$ cat src/rtl/core/ffsa_pkg.sv
`default_nettype none
package ffsa_pkg;
  typedef enum logic [1:0] {
    ACT_ALLOC = 2'd0,
    ACT_FREE  = 2'd1,
    ACT_CHECK = 2'd2,
    ACT_NONE  = 2'd3
  } action_t;

  typedef enum logic [2:0] {
    ST_OK        = 3'd0,
    ST_SHORT     = 3'd1,
    ST_NO_FIT    = 3'd2,
    ST_FULL      = 3'd3,
    ST_BAD_HANDLE = 3'd4,
    ST_SIZE_ZERO = 3'd5
  } status_t;

  typedef enum logic [3:0] {
    S_IDLE,
    S_SCAN,
    S_SCAN_CHK,
    S_SPLIT_SHIFT,
    S_SPLIT_DONE,
    S_FREE_PREV,
    S_FREE_NEXT,
    S_REM_SHIFT,
    S_RESPOND
  } fsm_t;
endpackage
`default_nettype wire

$ cat src/rtl/core/ffsa_if.sv
`default_nettype none
interface ffsa_req_if;
  logic        valid;
  logic        ready;
  logic [1:0]  action;
  logic [10:0] request_size;
  logic [9:0]  handle_offset;
  modport source (output valid, action, request_size, handle_offset, input ready);
  modport sink (input valid, action, request_size, handle_offset, output ready);
endinterface

interface ffsa_rsp_if;
  logic        valid;
  logic        ready;
  logic [2:0]  status;
  logic [9:0]  granted_offset;
  logic        fits;
  logic [10:0] free_total;
  modport source (output valid, status, granted_offset, fits, free_total, input ready);
  modport sink (input valid, status, granted_offset, fits, free_total, output ready);
endinterface
`default_nettype wire

$ cat src/rtl/core/first_fit_segment_allocator_core.sv
// First-fit segment allocator with coalescing.
// Requests enter on req (action, request_size, handle_offset); one response
// per request leaves on rsp (status, granted_offset, fits, free_total).
// The segment table lives in one memory with a single write port and a
// registered read port; a small sequencer walks it entry by entry, a read
// then a check, to find a fit or a handle, and shifts entries one at a time
// to open a slot on a split or close one on a merge.
// Alloc and check requests with size zero, alloc requests beyond the free
// total and no-op requests answer without a scan.
// The block takes one request at a time; req.ready is high only when idle
// and no response is waiting.
// After reset the table holds one free segment covering all of memory; the
// table needs no clearing pass, since entries past the count are never used.
// A stalled receiver holds the response in the output register and the
// block waits until it is taken.
`default_nettype none
module first_fit_segment_allocator_core
  import ffsa_pkg::*;
#(
  parameter int MEMORY_UNITS = 1024,
  parameter int MAX_SEGMENTS = 64
) (
  input  wire logic clk,
  input  wire logic rst,
  ffsa_req_if.sink   req,
  ffsa_rsp_if.source rsp
);
  localparam int IW = $clog2(MAX_SEGMENTS);
  localparam int CW = $clog2(MAX_SEGMENTS + 1);
  localparam int AW = 10;
  localparam int LW = 11;

  // Table memory: start, length, used packed in one word.
  localparam int EW = AW + LW + 1;
  logic [EW-1:0] mem [MAX_SEGMENTS];
  logic [EW-1:0] rd_data;
  logic [IW-1:0] rd_addr;
  logic          wr_en;
  logic [IW-1:0] wr_addr;
  logic [EW-1:0] wr_data;

  always_ff @(posedge clk) begin
    if (wr_en) mem[wr_addr] <= wr_data;
    rd_data <= mem[rd_addr];
  end

  wire [AW-1:0] rd_start = rd_data[EW-1 -: AW];
  wire [LW-1:0] rd_len   = rd_data[LW:1];
  wire          rd_used  = rd_data[0];

  fsm_t state, state_next;
  logic [CW-1:0] count, count_next;
  logic [LW-1:0] free_units, free_units_next;
  logic          init_done, init_done_next;
  logic [1:0]    act;
  logic [LW-1:0] size;
  logic [AW-1:0] handle;
  logic [CW-1:0] idx, idx_next;      // scan position
  logic          phase, phase_next;  // 0 issue read, 1 data valid
  logic [CW-1:0] pos, pos_next;      // entry found
  logic [AW-1:0] f_start, f_start_next;
  logic [LW-1:0] f_len, f_len_next;
  logic [CW-1:0] k, k_next;          // shift pointer
  logic [LW-1:0] merged, merged_next;
  logic [AW-1:0] m_start, m_start_next;
  logic          o_valid, o_valid_next;
  logic [2:0]    o_status, o_status_next;
  logic [AW-1:0] o_granted, o_granted_next;
  logic          o_fits, o_fits_next;

  always_ff @(posedge clk) begin
    if (rst) begin
      state <= S_IDLE;
      count <= CW'(1);
      free_units <= LW'(MEMORY_UNITS);
      init_done <= 1'b0;
      o_valid <= 1'b0;
    end else begin
      state <= state_next;
      count <= count_next;
      free_units <= free_units_next;
      init_done <= init_done_next;
      o_valid <= o_valid_next;
    end
    if (req.valid && req.ready) begin
      act <= req.action;
      size <= req.request_size;
      handle <= req.handle_offset;
    end
    idx <= idx_next; phase <= phase_next; pos <= pos_next;
    f_start <= f_start_next; f_len <= f_len_next; k <= k_next;
    merged <= merged_next; m_start <= m_start_next;
    o_status <= o_status_next; o_granted <= o_granted_next; o_fits <= o_fits_next;
  end

  assign req.ready = (state == S_IDLE) && !o_valid && init_done;
  assign rsp.valid = o_valid;
  assign rsp.status = o_status;
  assign rsp.granted_offset = o_granted;
  assign rsp.fits = o_fits;
  assign rsp.free_total = free_units;

  always_comb begin
    state_next = state;
    count_next = count;
    free_units_next = free_units;
    init_done_next = 1'b1;
    idx_next = idx; phase_next = phase; pos_next = pos;
    f_start_next = f_start; f_len_next = f_len; k_next = k;
    merged_next = merged; m_start_next = m_start;
    o_valid_next = o_valid;
    o_status_next = o_status; o_granted_next = o_granted; o_fits_next = o_fits;
    rd_addr = idx[IW-1:0];
    wr_en = 1'b0;
    wr_addr = '0;
    wr_data = '0;
    if (o_valid && rsp.ready) o_valid_next = 1'b0;
    if (!init_done) begin
      // Entry 0 written once after reset; the rest are never used unwritten.
      wr_en = 1'b1;
      wr_data = {AW'(0), LW'(MEMORY_UNITS), 1'b0};
    end
    case (state)
      S_IDLE: begin
        if (req.valid && req.ready) begin
          o_status_next = ST_OK; o_granted_next = '0; o_fits_next = 1'b0;
          idx_next = '0; phase_next = 1'b0;
          state_next = S_SCAN;
          if (req.action == ACT_NONE) state_next = S_RESPOND;
          else if (req.action != ACT_FREE && req.request_size == '0) begin
            o_status_next = ST_SIZE_ZERO; state_next = S_RESPOND;
          end else if (req.action == ACT_ALLOC && free_units < req.request_size) begin
            o_status_next = ST_SHORT; state_next = S_RESPOND;
          end
        end
      end
      S_SCAN: begin
        if (idx >= count) begin
          o_status_next = (act == ACT_ALLOC) ? ST_NO_FIT :
                          (act == ACT_FREE) ? ST_BAD_HANDLE : ST_OK;
          state_next = S_RESPOND;
        end else begin
          rd_addr = idx[IW-1:0];
          state_next = S_SCAN_CHK;
        end
      end
      S_SCAN_CHK: begin
        if (act == ACT_FREE ? (rd_used && rd_start == handle)
                            : (!rd_used && rd_len >= size)) begin
          pos_next = idx; f_start_next = rd_start; f_len_next = rd_len;
          if (act == ACT_CHECK) begin
            o_fits_next = 1'b1; state_next = S_RESPOND;
          end else if (act == ACT_FREE) begin
            free_units_next = free_units + rd_len;
            merged_next = rd_len; m_start_next = rd_start;
            rd_addr = IW'(idx - CW'(1));
            state_next = S_FREE_PREV;
          end else if (rd_len > size) begin
            if (count >= CW'(MAX_SEGMENTS)) begin
              o_status_next = ST_FULL; state_next = S_RESPOND;
            end else begin
              k_next = count; phase_next = 1'b0; state_next = S_SPLIT_SHIFT;
            end
          end else begin
            wr_en = 1'b1; wr_addr = idx[IW-1:0];
            wr_data = {rd_start, rd_len, 1'b1};
            free_units_next = free_units - rd_len;
            o_granted_next = rd_start;
            state_next = S_RESPOND;
          end
        end else begin
          idx_next = idx + CW'(1);
          state_next = S_SCAN;
        end
      end
      S_SPLIT_SHIFT: begin
        // Move entries up one slot, from the top down, then write the remainder into pos+1.
        if (k == pos + CW'(1)) begin
          wr_en = 1'b1; wr_addr = k[IW-1:0];
          wr_data = {AW'(f_start + AW'(size)), LW'(f_len - size), 1'b0};
          state_next = S_SPLIT_DONE;
        end else if (!phase) begin
          rd_addr = IW'(k - CW'(1)); phase_next = 1'b1;
        end else begin
          wr_en = 1'b1; wr_addr = k[IW-1:0]; wr_data = rd_data;
          k_next = k - CW'(1); phase_next = 1'b0;
        end
      end
      S_SPLIT_DONE: begin
        wr_en = 1'b1; wr_addr = pos[IW-1:0];
        wr_data = {f_start, size, 1'b1};
        count_next = count + CW'(1);
        free_units_next = free_units - size;
        o_granted_next = f_start;
        state_next = S_RESPOND;
      end
      S_FREE_PREV: begin
        // rd_data holds entry pos-1 (meaningless when pos is 0).
        if (pos != '0 && !rd_used) begin
          merged_next = merged + rd_len; m_start_next = rd_start;
          pos_next = pos - CW'(1);
          k_next = pos;            // entry to remove
        end else begin
          k_next = '0;
        end
        rd_addr = IW'(pos + CW'(1));
        state_next = S_FREE_NEXT;
      end
      S_FREE_NEXT: begin
        // rd_data holds the entry after the original one.
        if (k != '0) begin
          // Previous merge pending: the entry after the original now sits two slots past pos.
          if (phase) begin
            idx_next = '0; phase_next = 1'b0;
          end
        end
        if (pos + CW'(1) + ((k != '0) ? CW'(1) : CW'(0)) < count && !rd_used) begin
          merged_next = merged + rd_len;
          // Remove both when both merge: the original and the next entry go in one shift.
          idx_next = (k != '0) ? CW'(2) : CW'(1);
        end else begin
          idx_next = (k != '0) ? CW'(1) : CW'(0);
        end
        wr_en = 1'b1; wr_addr = pos[IW-1:0];
        wr_data = {m_start, ((pos + CW'(1) + ((k != '0) ? CW'(1) : CW'(0)) < count
                   && !rd_used) ? LW'(merged + rd_len) : merged), 1'b0};
        // Remove idx entries starting at pos+1 by shifting down.
        k_next = pos + CW'(1); phase_next = 1'b0;
        state_next = S_REM_SHIFT;
      end
      S_REM_SHIFT: begin
        // Copy entry k+idx into k until the end of the table.
        if (idx == '0 || k + idx >= count) begin
          count_next = count - idx;
          state_next = S_RESPOND;
        end else if (!phase) begin
          rd_addr = IW'(k + idx); phase_next = 1'b1;
        end else begin
          wr_en = 1'b1; wr_addr = k[IW-1:0]; wr_data = rd_data;
          k_next = k + CW'(1); phase_next = 1'b0;
        end
      end
      S_RESPOND: begin
        o_valid_next = 1'b1;
        state_next = S_IDLE;
      end
      default: state_next = S_IDLE;
    endcase
  end
endmodule
`default_nettype wire

$ cat src/flat_wrapper.sv
// flat-port wrapper written by rule: the top's interface ports become plain ports
module first_fit_segment_allocator_core_flat import ffsa_pkg::*;
#(
  parameter int MEMORY_UNITS = 1024,
  parameter int MAX_SEGMENTS = 64
)
  (clk, rst, req_valid, req_action, req_request_size, req_handle_offset, req_ready, rsp_valid, rsp_status, rsp_granted_offset, rsp_fits, rsp_free_total, rsp_ready);
  ffsa_req_if req_i ();
  ffsa_rsp_if rsp_i ();
  input  wire logic clk;
  input  wire logic rst;
  input wire logic [$bits(req_i.valid)-1:0] req_valid;
  input wire logic [$bits(req_i.action)-1:0] req_action;
  input wire logic [$bits(req_i.request_size)-1:0] req_request_size;
  input wire logic [$bits(req_i.handle_offset)-1:0] req_handle_offset;
  output wire logic [$bits(req_i.ready)-1:0] req_ready;
  output wire logic [$bits(rsp_i.valid)-1:0] rsp_valid;
  output wire logic [$bits(rsp_i.status)-1:0] rsp_status;
  output wire logic [$bits(rsp_i.granted_offset)-1:0] rsp_granted_offset;
  output wire logic [$bits(rsp_i.fits)-1:0] rsp_fits;
  output wire logic [$bits(rsp_i.free_total)-1:0] rsp_free_total;
  input wire logic [$bits(rsp_i.ready)-1:0] rsp_ready;
  assign req_i.valid = req_valid;
  assign req_i.action = req_action;
  assign req_i.request_size = req_request_size;
  assign req_i.handle_offset = req_handle_offset;
  assign req_ready = req_i.ready;
  assign rsp_valid = rsp_i.valid;
  assign rsp_status = rsp_i.status;
  assign rsp_granted_offset = rsp_i.granted_offset;
  assign rsp_fits = rsp_i.fits;
  assign rsp_free_total = rsp_i.free_total;
  assign rsp_i.ready = rsp_ready;
  first_fit_segment_allocator_core #(.MEMORY_UNITS(MEMORY_UNITS), .MAX_SEGMENTS(MAX_SEGMENTS)) u_core (.clk(clk), .rst(rst), .req(req_i), .rsp(rsp_i));
endmodule
$ cat config.mk
export PLATFORM = sky130hd
export DESIGN_NAME = first_fit_segment_allocator_core_flat
export DESIGN_NICKNAME = d
export VERILOG_FILES = /design/src/rtl/core/ffsa_pkg.sv /design/src/rtl/core/ffsa_if.sv /design/src/rtl/core/first_fit_segment_allocator_core.sv /design/src/flat_wrapper.sv
export SDC_FILE = /design/constraint.sdc
export NUM_CORES = 2
export LEC_CHECK = 0
export BUFFER_PORTS_ARGS = -buffer_cell sky130_fd_sc_hd__buf_4
export CELL_PAD_IN_SITES_DETAIL_PLACEMENT = 0
export CELL_PAD_IN_SITES_GLOBAL_PLACEMENT = 2
export CORE_MARGIN = 2
export CORE_UTILIZATION = 49
export DETAILED_ROUTE_END_ITERATION = 12
export PLACE_DENSITY = 0.81
export SLEW_MARGIN = 0
export SYNTH_ARGS = -nofsm -noshare
export SYNTH_HDL_FRONTEND = slang
export SYNTH_SLANG_ARGS = --single-unit
$ cat constraint.sdc
create_clock -name clk -period 16.8 [get_ports clk]
set_input_delay 1.68 -clock clk [delete_from_list [all_inputs] [get_ports clk]]
set_output_delay 1.68 -clock clk [all_outputs]
set_load 0.05 [all_outputs]
---- Word-level counts from Yosys, hierarchy flattened ----
Memory sizes are Yosys's and may differ from the RTL's. A register that Yosys moved wholly into a read port is not among the register bits.
Cells that the tools add are included.
storage, ports and cells
  register bits after elaboration ......... 125
  bits in writable memories ............... 1408
  output and inout port bits .............. 27
  memories kept ........................... 1
operators by class
  $add $sub $neg .......................... 16
  magnitude comparators ................... 7
  eq/ne operators ......................... 34
  multiplexer cells ....................... 123
  reductions and logical operators ........ 45
memories
  memory      depth  width  read ports  clocked after memory_dff  write ports  line                                    RTL
  u_core.mem  64     22     1           1                         1            first_fit_segment_allocator_core.sv:35  logic [EW-1:0] mem [MAX_SEGMENTS];
operators with widths
  kind                   count
  $mux W22               7
  $mux W7                16
  $pmux W22 S5           1
  $mux W11               9
  $mux W10               9
  $mux W6                14
  $mux W4                12
  $pmux W6 S4            2
  $pmux W7 S5            1
  $mux W3                11
  $pmux W11 S3           1
  $sub A11 B11 Y11       3
  $pmux W4 S8            1
  $pmux W10 S3           1
  $add A7 B1 Y7 const B  4
  $pmux W7 S2            2
  $mux W1                27
  $ne A2 B1 Y1 const B   13
  $add A11 B11 Y11       2
  $pmux W11 S2           1
  $pmux W7 S3            1
  $pmux W10 S2           1
  $eq A4 B3 Y1 const B   4
  $add A7 B7 Y7          2
  45 further kinds       80

---- Depth between registers and ports, before layout ----
  depth in word-level cells ............... 8
  gate-level depth with buffers ........... 26
  mapped depth without buffers ............ 21

---- Worst setup path after synthesis ----
Ideal clock, no wire load.
  path type ............................... reg2reg
  start ................................... register u_core.k[2]
  end ..................................... memory u_core.mem[0][3] in the netlist's numbering, data pin
  library setup time ...................... 0.555 ns
  arrival time ............................ 5.512 ns
  path slack .............................. 10.733 ns
  stages on the path, launching flop included .. 19
  buffers on the path ..................... 3
  period minus slack after synthesis ...... 6.067 ns
  cell sequence ........................... edfxtp_1 > clkbuf_1 > nor4_1 > nand3b_1 > ha_1 > ha_1 > a21o_1 > a22o_1 > a21oi_1 > xnor2_1 > ha_1 > a21o_1 > a21o_1 > a211o_1 > clkbuf_1 > clkbuf_1 > nor2_1 > a21oi_1 > o2111ai_1
on the way
  longest elaborated chain between the ends .. 7
RTL lines
  element                 line                                     RTL
  from (decl)             first_fit_segment_allocator_core.sv:63   logic [CW-1:0] k, k_next;
  from (signal assigned)  first_fit_segment_allocator_core.sv:91   f_start <= f_start_next; f_len <= f_len_next; k <= k_next;
  $reduce_bool A7 Y1      -
  $mux W1                 first_fit_segment_allocator_core.sv:225  wr_data = {m_start, ((pos + CW'(1) + ((k != '0) ? CW'(1) : CW'(0)) < count
  $add A7 B7 Y7           first_fit_segment_allocator_core.sv:225
  $lt A7 B7 Y1            first_fit_segment_allocator_core.sv:225
  $logic_and A1 B1 Y1     first_fit_segment_allocator_core.sv:226  && !rd_used) ? LW'(merged + rd_len) : merged), 1'b0};
  $mux W11                first_fit_segment_allocator_core.sv:226
  $pmux W22 S5 *          first_fit_segment_allocator_core.sv:123  case (state)
  via u_core.wr_data[3]   first_fit_segment_allocator_core.sv:40   logic [EW-1:0] wr_data;
  to (decl)               first_fit_segment_allocator_core.sv:35
The timed path passes the listed nets; every way through them passes the cells marked *.

---- Final worst setup path ----
  start ................................... register u_core.idx[0]
  end ..................................... register u_core.rd_data[12] (read register of u_core.mem)
on the way
  longest elaborated chain between the ends .. 5
RTL lines
  element                                         line                                                                              RTL
  from (decl)                                     first_fit_segment_allocator_core.sv:58                                            logic [CW-1:0] idx, idx_next;
  from (signal assigned)                          first_fit_segment_allocator_core.sv:90                                            idx <= idx_next; phase <= phase_next; pos <= pos_next;
  $add A7 B7 Y7 or $sub A6 B1 Y6 (tied branches)  first_fit_segment_allocator_core.sv:233, first_fit_segment_allocator_core.sv:156
  $ge A7 B7 Y1 or $mux W6 (tied branches)         first_fit_segment_allocator_core.sv:233, first_fit_segment_allocator_core.sv:153
  $logic_or A1 B1 Y1 or $mux W6 (tied branches)   first_fit_segment_allocator_core.sv:233, first_fit_segment_allocator_core.sv:151
  $mux W6 (on tied branches)                      first_fit_segment_allocator_core.sv:233, first_fit_segment_allocator_core.sv:148
  $pmux W6 S4 *                                   first_fit_segment_allocator_core.sv:123
  to (decl)                                       first_fit_segment_allocator_core.sv:36                                            logic [EW-1:0] rd_data;
Mark *: on every way between the ends. The rest lies on a longest branch, timed or not.
A chain may end at the register's enable or synchronous reset.

==> flow_summary.json <==
{
  "clkPwrFrac_pct": 43.5,
  "firstDrtPassIters": 6,
  "drt_iter0_markers": 5240,
  "drive_above_1_share_pct": 13.0,
  "cts_buffers": 163,
  "worstPathCellList": "ha_1 > inv_1 > fa_1 > nor2b_1 > o21a_1 > o21ai_0 > a21oi_1 > nor2_1 > xnor2_1 > ha_1 > a21oi_1 > o221ai_2 > a21oi_1 > a22oi_2 > o41a_2 > nor2_4 > buf_4 > buf_4 > mux2i_1 > a221oi_1 > nor4_1 > nand3_1",
  "ir_drop_mv": 0.0869,
  "fill_cells": 11064,
  "die-area_um2": 140000,
  "p_leak_nw": 24.8,
  "placed_area_um2": 69700,
  "wl_per_cell_um": 28.9,
  "path_common_cell": "a21oi_1",
  "synth.area.mux_share_pct": 1.78,
  "antenna_found_initial": 6,
  "fin_nets": 5205,
  "period_needed_ns": 8.50,
  "via_per_inst": 6.33,
  "post_cts_buffers": 0,
  "port-buffer-count": 53,
  "hold_path.class": "flop to flop",
  "synthSimpleGateAreaFrac_pct": 10.5,
  "route.met3.wl_mm": 16.9,
  "ios": 54,
  "setup_violations": 0,
  "power.density_nw_per_um2": 111,
  "fin_crit_sh_pct": 50.6,
  "outcome": "finished, final reports clean",
  "pwr-share-comb_pct": 5.4,
  "slowest_stage": "nor4_1",
  "max_stage_delay_ns": 1.06,
  "cts_root_buf": "clkbuf_16",
  "yosysWarnings": 0,
  "cp_top_family": "simple AND/OR/NAND/NOR gates",
  "yosysUniqueCellTypes": 93,
  "slew_headroom_pct": 5.19,
  "fin_skew_ns": 0.0297,
  "wl_met2_mm": 92.8,
  "synth-seq-cells": 1555,
  "final_max_slew_viol_count": 0,
  "critPathRequiredTime_ns": 17.41,
  "hpwl_mm": 116,
  "drcViolationCount": 0,
  "final_area_um2": 75000,
  "cp_max_fo": 71,
  "switching_share_pct": 22.3,
  "p_switching_mw": 1.85,
  "insertion_delay_ns": 0.80,
  "ctsHoldBuffers": 0,
  "dieWidth_um": 374,
  "p_int_mw": 6.46,
  "areaGrowthSynthToFinish_pct": 12.1,
  "cts.sinks": 1555,
  "netlist_area_um2": 67000,
  "synth_top_family_by_area": "compound AO/OA/AOI/OAI gates",
  "gp_congestion": 0.873,
  "grt_pass1_vias": 41749,
  "highest_layer": "met5",
  "core-area_um2": 136000,
  "drt-met1-wl_mm": 86.8,
  "crit_type": "flop to flop",
  "end_kind": "flop",
  "critPathLaunchType": "flop",
  "rows": 135,
  "cts_resized": 0,
  "synth_adder_area_share_pct": 2.08,
  "finalHoldViolations": 0,
  "synth_xor_area_share_pct": 1.41,
  "worst_pin_slew_ns": 1.41,
  "synth_compound_area_share_pct": 12.4,
  "synth_cells": 5047,
  "regArea_um2": 46200,
  "yosysSeqAreaShare_pct": 69.0,
  "grt_pass1_wl_mm": 292,
  "synth.avg_cell_area_um2": 13.3,
  "synth-edff-count": 1509,
  "track_usage_pct": 28.5,
  "synth-main-ff-cell": "edfxtp_1",
  "ant_nets": 0,
  "arrival_ns": 9.11,
  "grt_max_degree": 203,
  "dr_total_vias": 44227,
  "finalSetupTns_ns": 0,
  "ctsLongestPathBuffers": 3,
  "rsz0062_at_grt": "false",
  "path_buf_inv": 3,
  "globalRouteOverflowTotal": 0,
  "postRouteWirelength_mm": 202,
  "seqPwrFrac_pct": 51.1,
  "cts_htree_levels": 4,
  "synth_async_sr_flop_share_pct": 0,
  "die_h_um": 374,
  "cap_viol_max_count": 0,
  "start_util_pct": 49.4,
  "syn_nets": 5181,
  "fmax_ghz": 0.118,
  "multi_input_area_um2": 19300,
  "tritoncts": "yes",
  "path_clk_slew_ns": 0.06
}
sequential cells by signal (all words and copies together), names as in the netlist, 11 cells and up:
register and cells:
u_core.mem 1408, u_core.rd_data 22, u_core.f_len 11, u_core.merged 11
u_core.rsp.free_total 11, u_core.size 11
final timing paths:
check	slack, ns	cells past startpoint	to	start
worst max-delay path	8.30	22	u_core.rd_data[12]	u_core.idx[0]
worst min-delay path	0.54	2	u_core.rsp.valid	u_core.rsp.valid
worst max register to register	8.30	22	u_core.rd_data[12]	u_core.idx[0]
worst min register to register	0.54	2	u_core.rsp.valid	u_core.rsp.valid
cell usage after synthesis, types with 9 or more instances:
cell type	number	share of area, %
o21bai_1	17	0.19
a22o_1	14	0.18
nand2_1	869	4.9
and3_1	91	0.85
and2_1	14	0.13
o211ai_1	10	0.11
buf_2	80	0.60
nor2_1	227	1.3
inv_1	85	0.48
ha_1	101	1.9
mux2_1	22	0.37
o21ai_0	144	1.1
a32oi_1	33	0.43
a311oi_1	23	0.30
clkbuf_1	224	1.3
a31o_2	63	0.82
nand2b_1	15	0.14
a221oi_1	48	0.63
a21boi_0	9	0.10
a2111oi_2	20	0.45
buf_1	21	0.12
xor2_1	39	0.51
dfxtp_1	46	1.4
a21o_1	31	0.35
o22ai_1	69	0.64
a221o_1	11	0.16
nand3_1	232	1.7
nor3_1	25	0.19
edfxtp_1	1509	68
a211oi_1	80	0.90
xnor2_1	66	0.86
nor2b_1	15	0.14
nor4_1	26	0.24
a31oi_1	12	0.11
a32o_1	133	2.0
mux2_4	18	0.40
a222oi_1	15	0.22
buf_4	19	0.21
nand4_1	34	0.32
o2111ai_1	65	0.85
mux2i_1	64	0.96
or3_1	10	0.093
a21oi_1	282	2.1
per-stage QoR:
stage,setup slack (ns),std cells,util [%],power [mW],hold slack [ns]
2_1_floorplan,10.73,5047,-,4.61,0.458
3_3_place_gp,7.23,6681,51.3,4.77,0.511
3_5_place_dp,8.44,6687,51.4,4.77,0.532
4_1_cts,8.38,6986,55.3,8.36,0.539
5_1_grt,8.05,6986,55.3,8.54,0.577
6_report,8.30,6988,55.3,8.31,0.540
layer usage:
layer | vias to the layer above | global-route usage [%]
met5 | - | 0
met4 | 2 | 8.23
met3 | 311 | 4.89
met2 | 1927 | 44.6
met1 | 22564 | 41.1
li1 | 19423 | -
power by group through the flow:
| stage | logic [mW] | registers (mW) | clock network (mW) |
|---|---|---|---|
| 2_1_floorplan | 0.297 | 4.32 | 0 |
| 3_3_place_gp | 0.439 | 4.33 | 0 |
| 3_5_place_dp | 0.444 | 4.33 | 0 |
| 4_1_cts | 0.446 | 4.24 | 3.67 |
| 5_1_grt | 0.487 | 4.24 | 3.81 |
| 6_report | 0.447 | 4.25 | 3.62 |
worst register-to-register path: stages (launching register included):
cell and delay, ns:
edfxtp_1 0.74, ha_1 0.32, inv_1 0.07, fa_1 0.40
nor2b_1 0.13, o21a_1 0.13, o21ai_0 0.11, a21oi_1 0.19
nor2_1 0.07, xnor2_1 0.16, ha_1 0.27, a21oi_1 0.18
o221ai_2 0.14, a21oi_1 0.39, a22oi_2 0.19, o41a_2 0.57
nor2_4 0.78, buf_4 0.91, buf_4 0.91, mux2i_1 0.31
a221oi_1 0.11, nor4_1 1.06, nand3_1 0.20
area by class of cell:
| class | count | share of cell area (%) |
|---|---|---|
| inverters | 86 | 0.430 |
| well taps | 1781 | 2.97 |
| diodes | 2 | 0.00667 |
| multi-input cells | 3054 | 25.7 |
| flip-flops and latches | 1555 | 61.6 |
| clock inverters | 87 | 1.31 |
| repair buffers | 211 | 2.20 |
| clock buffers | 212 | 5.83 |
placed cells by master (no fill, tap or decap), drive strengths merged, types with 25 or more instances in the layout:
master	count
edfxtp	1509
nand2	869
a21oi	282
nand3	232
nor2	228
clkbuf	212
buf	211
o21ai	147
a32o	133
ha	101
and3	92
inv	92
a211oi	81
o22ai	69
xnor2	66
o2111ai	65
mux2i	64
a31o	64
clkinv	62
a221oi	48
dfxtp	46
mux2	43
xor2	39
nand4	34
a32oi	33
a21o	31
nor4	28
nor3	25
kinds of logic after synthesis:
| kind of cell | after synthesis |
|---|---|
| and+or+nand+nor | 1598 |
| AOI/OAI and AO/OA | 1135 |
| xor gates and xnor gates | 106 |
| adders and majority gates | 108 |
| DFF | 1555 |
| muxes | 107 |
| buffers and inverters | 438 |
(Power assumes the default switching activity.)
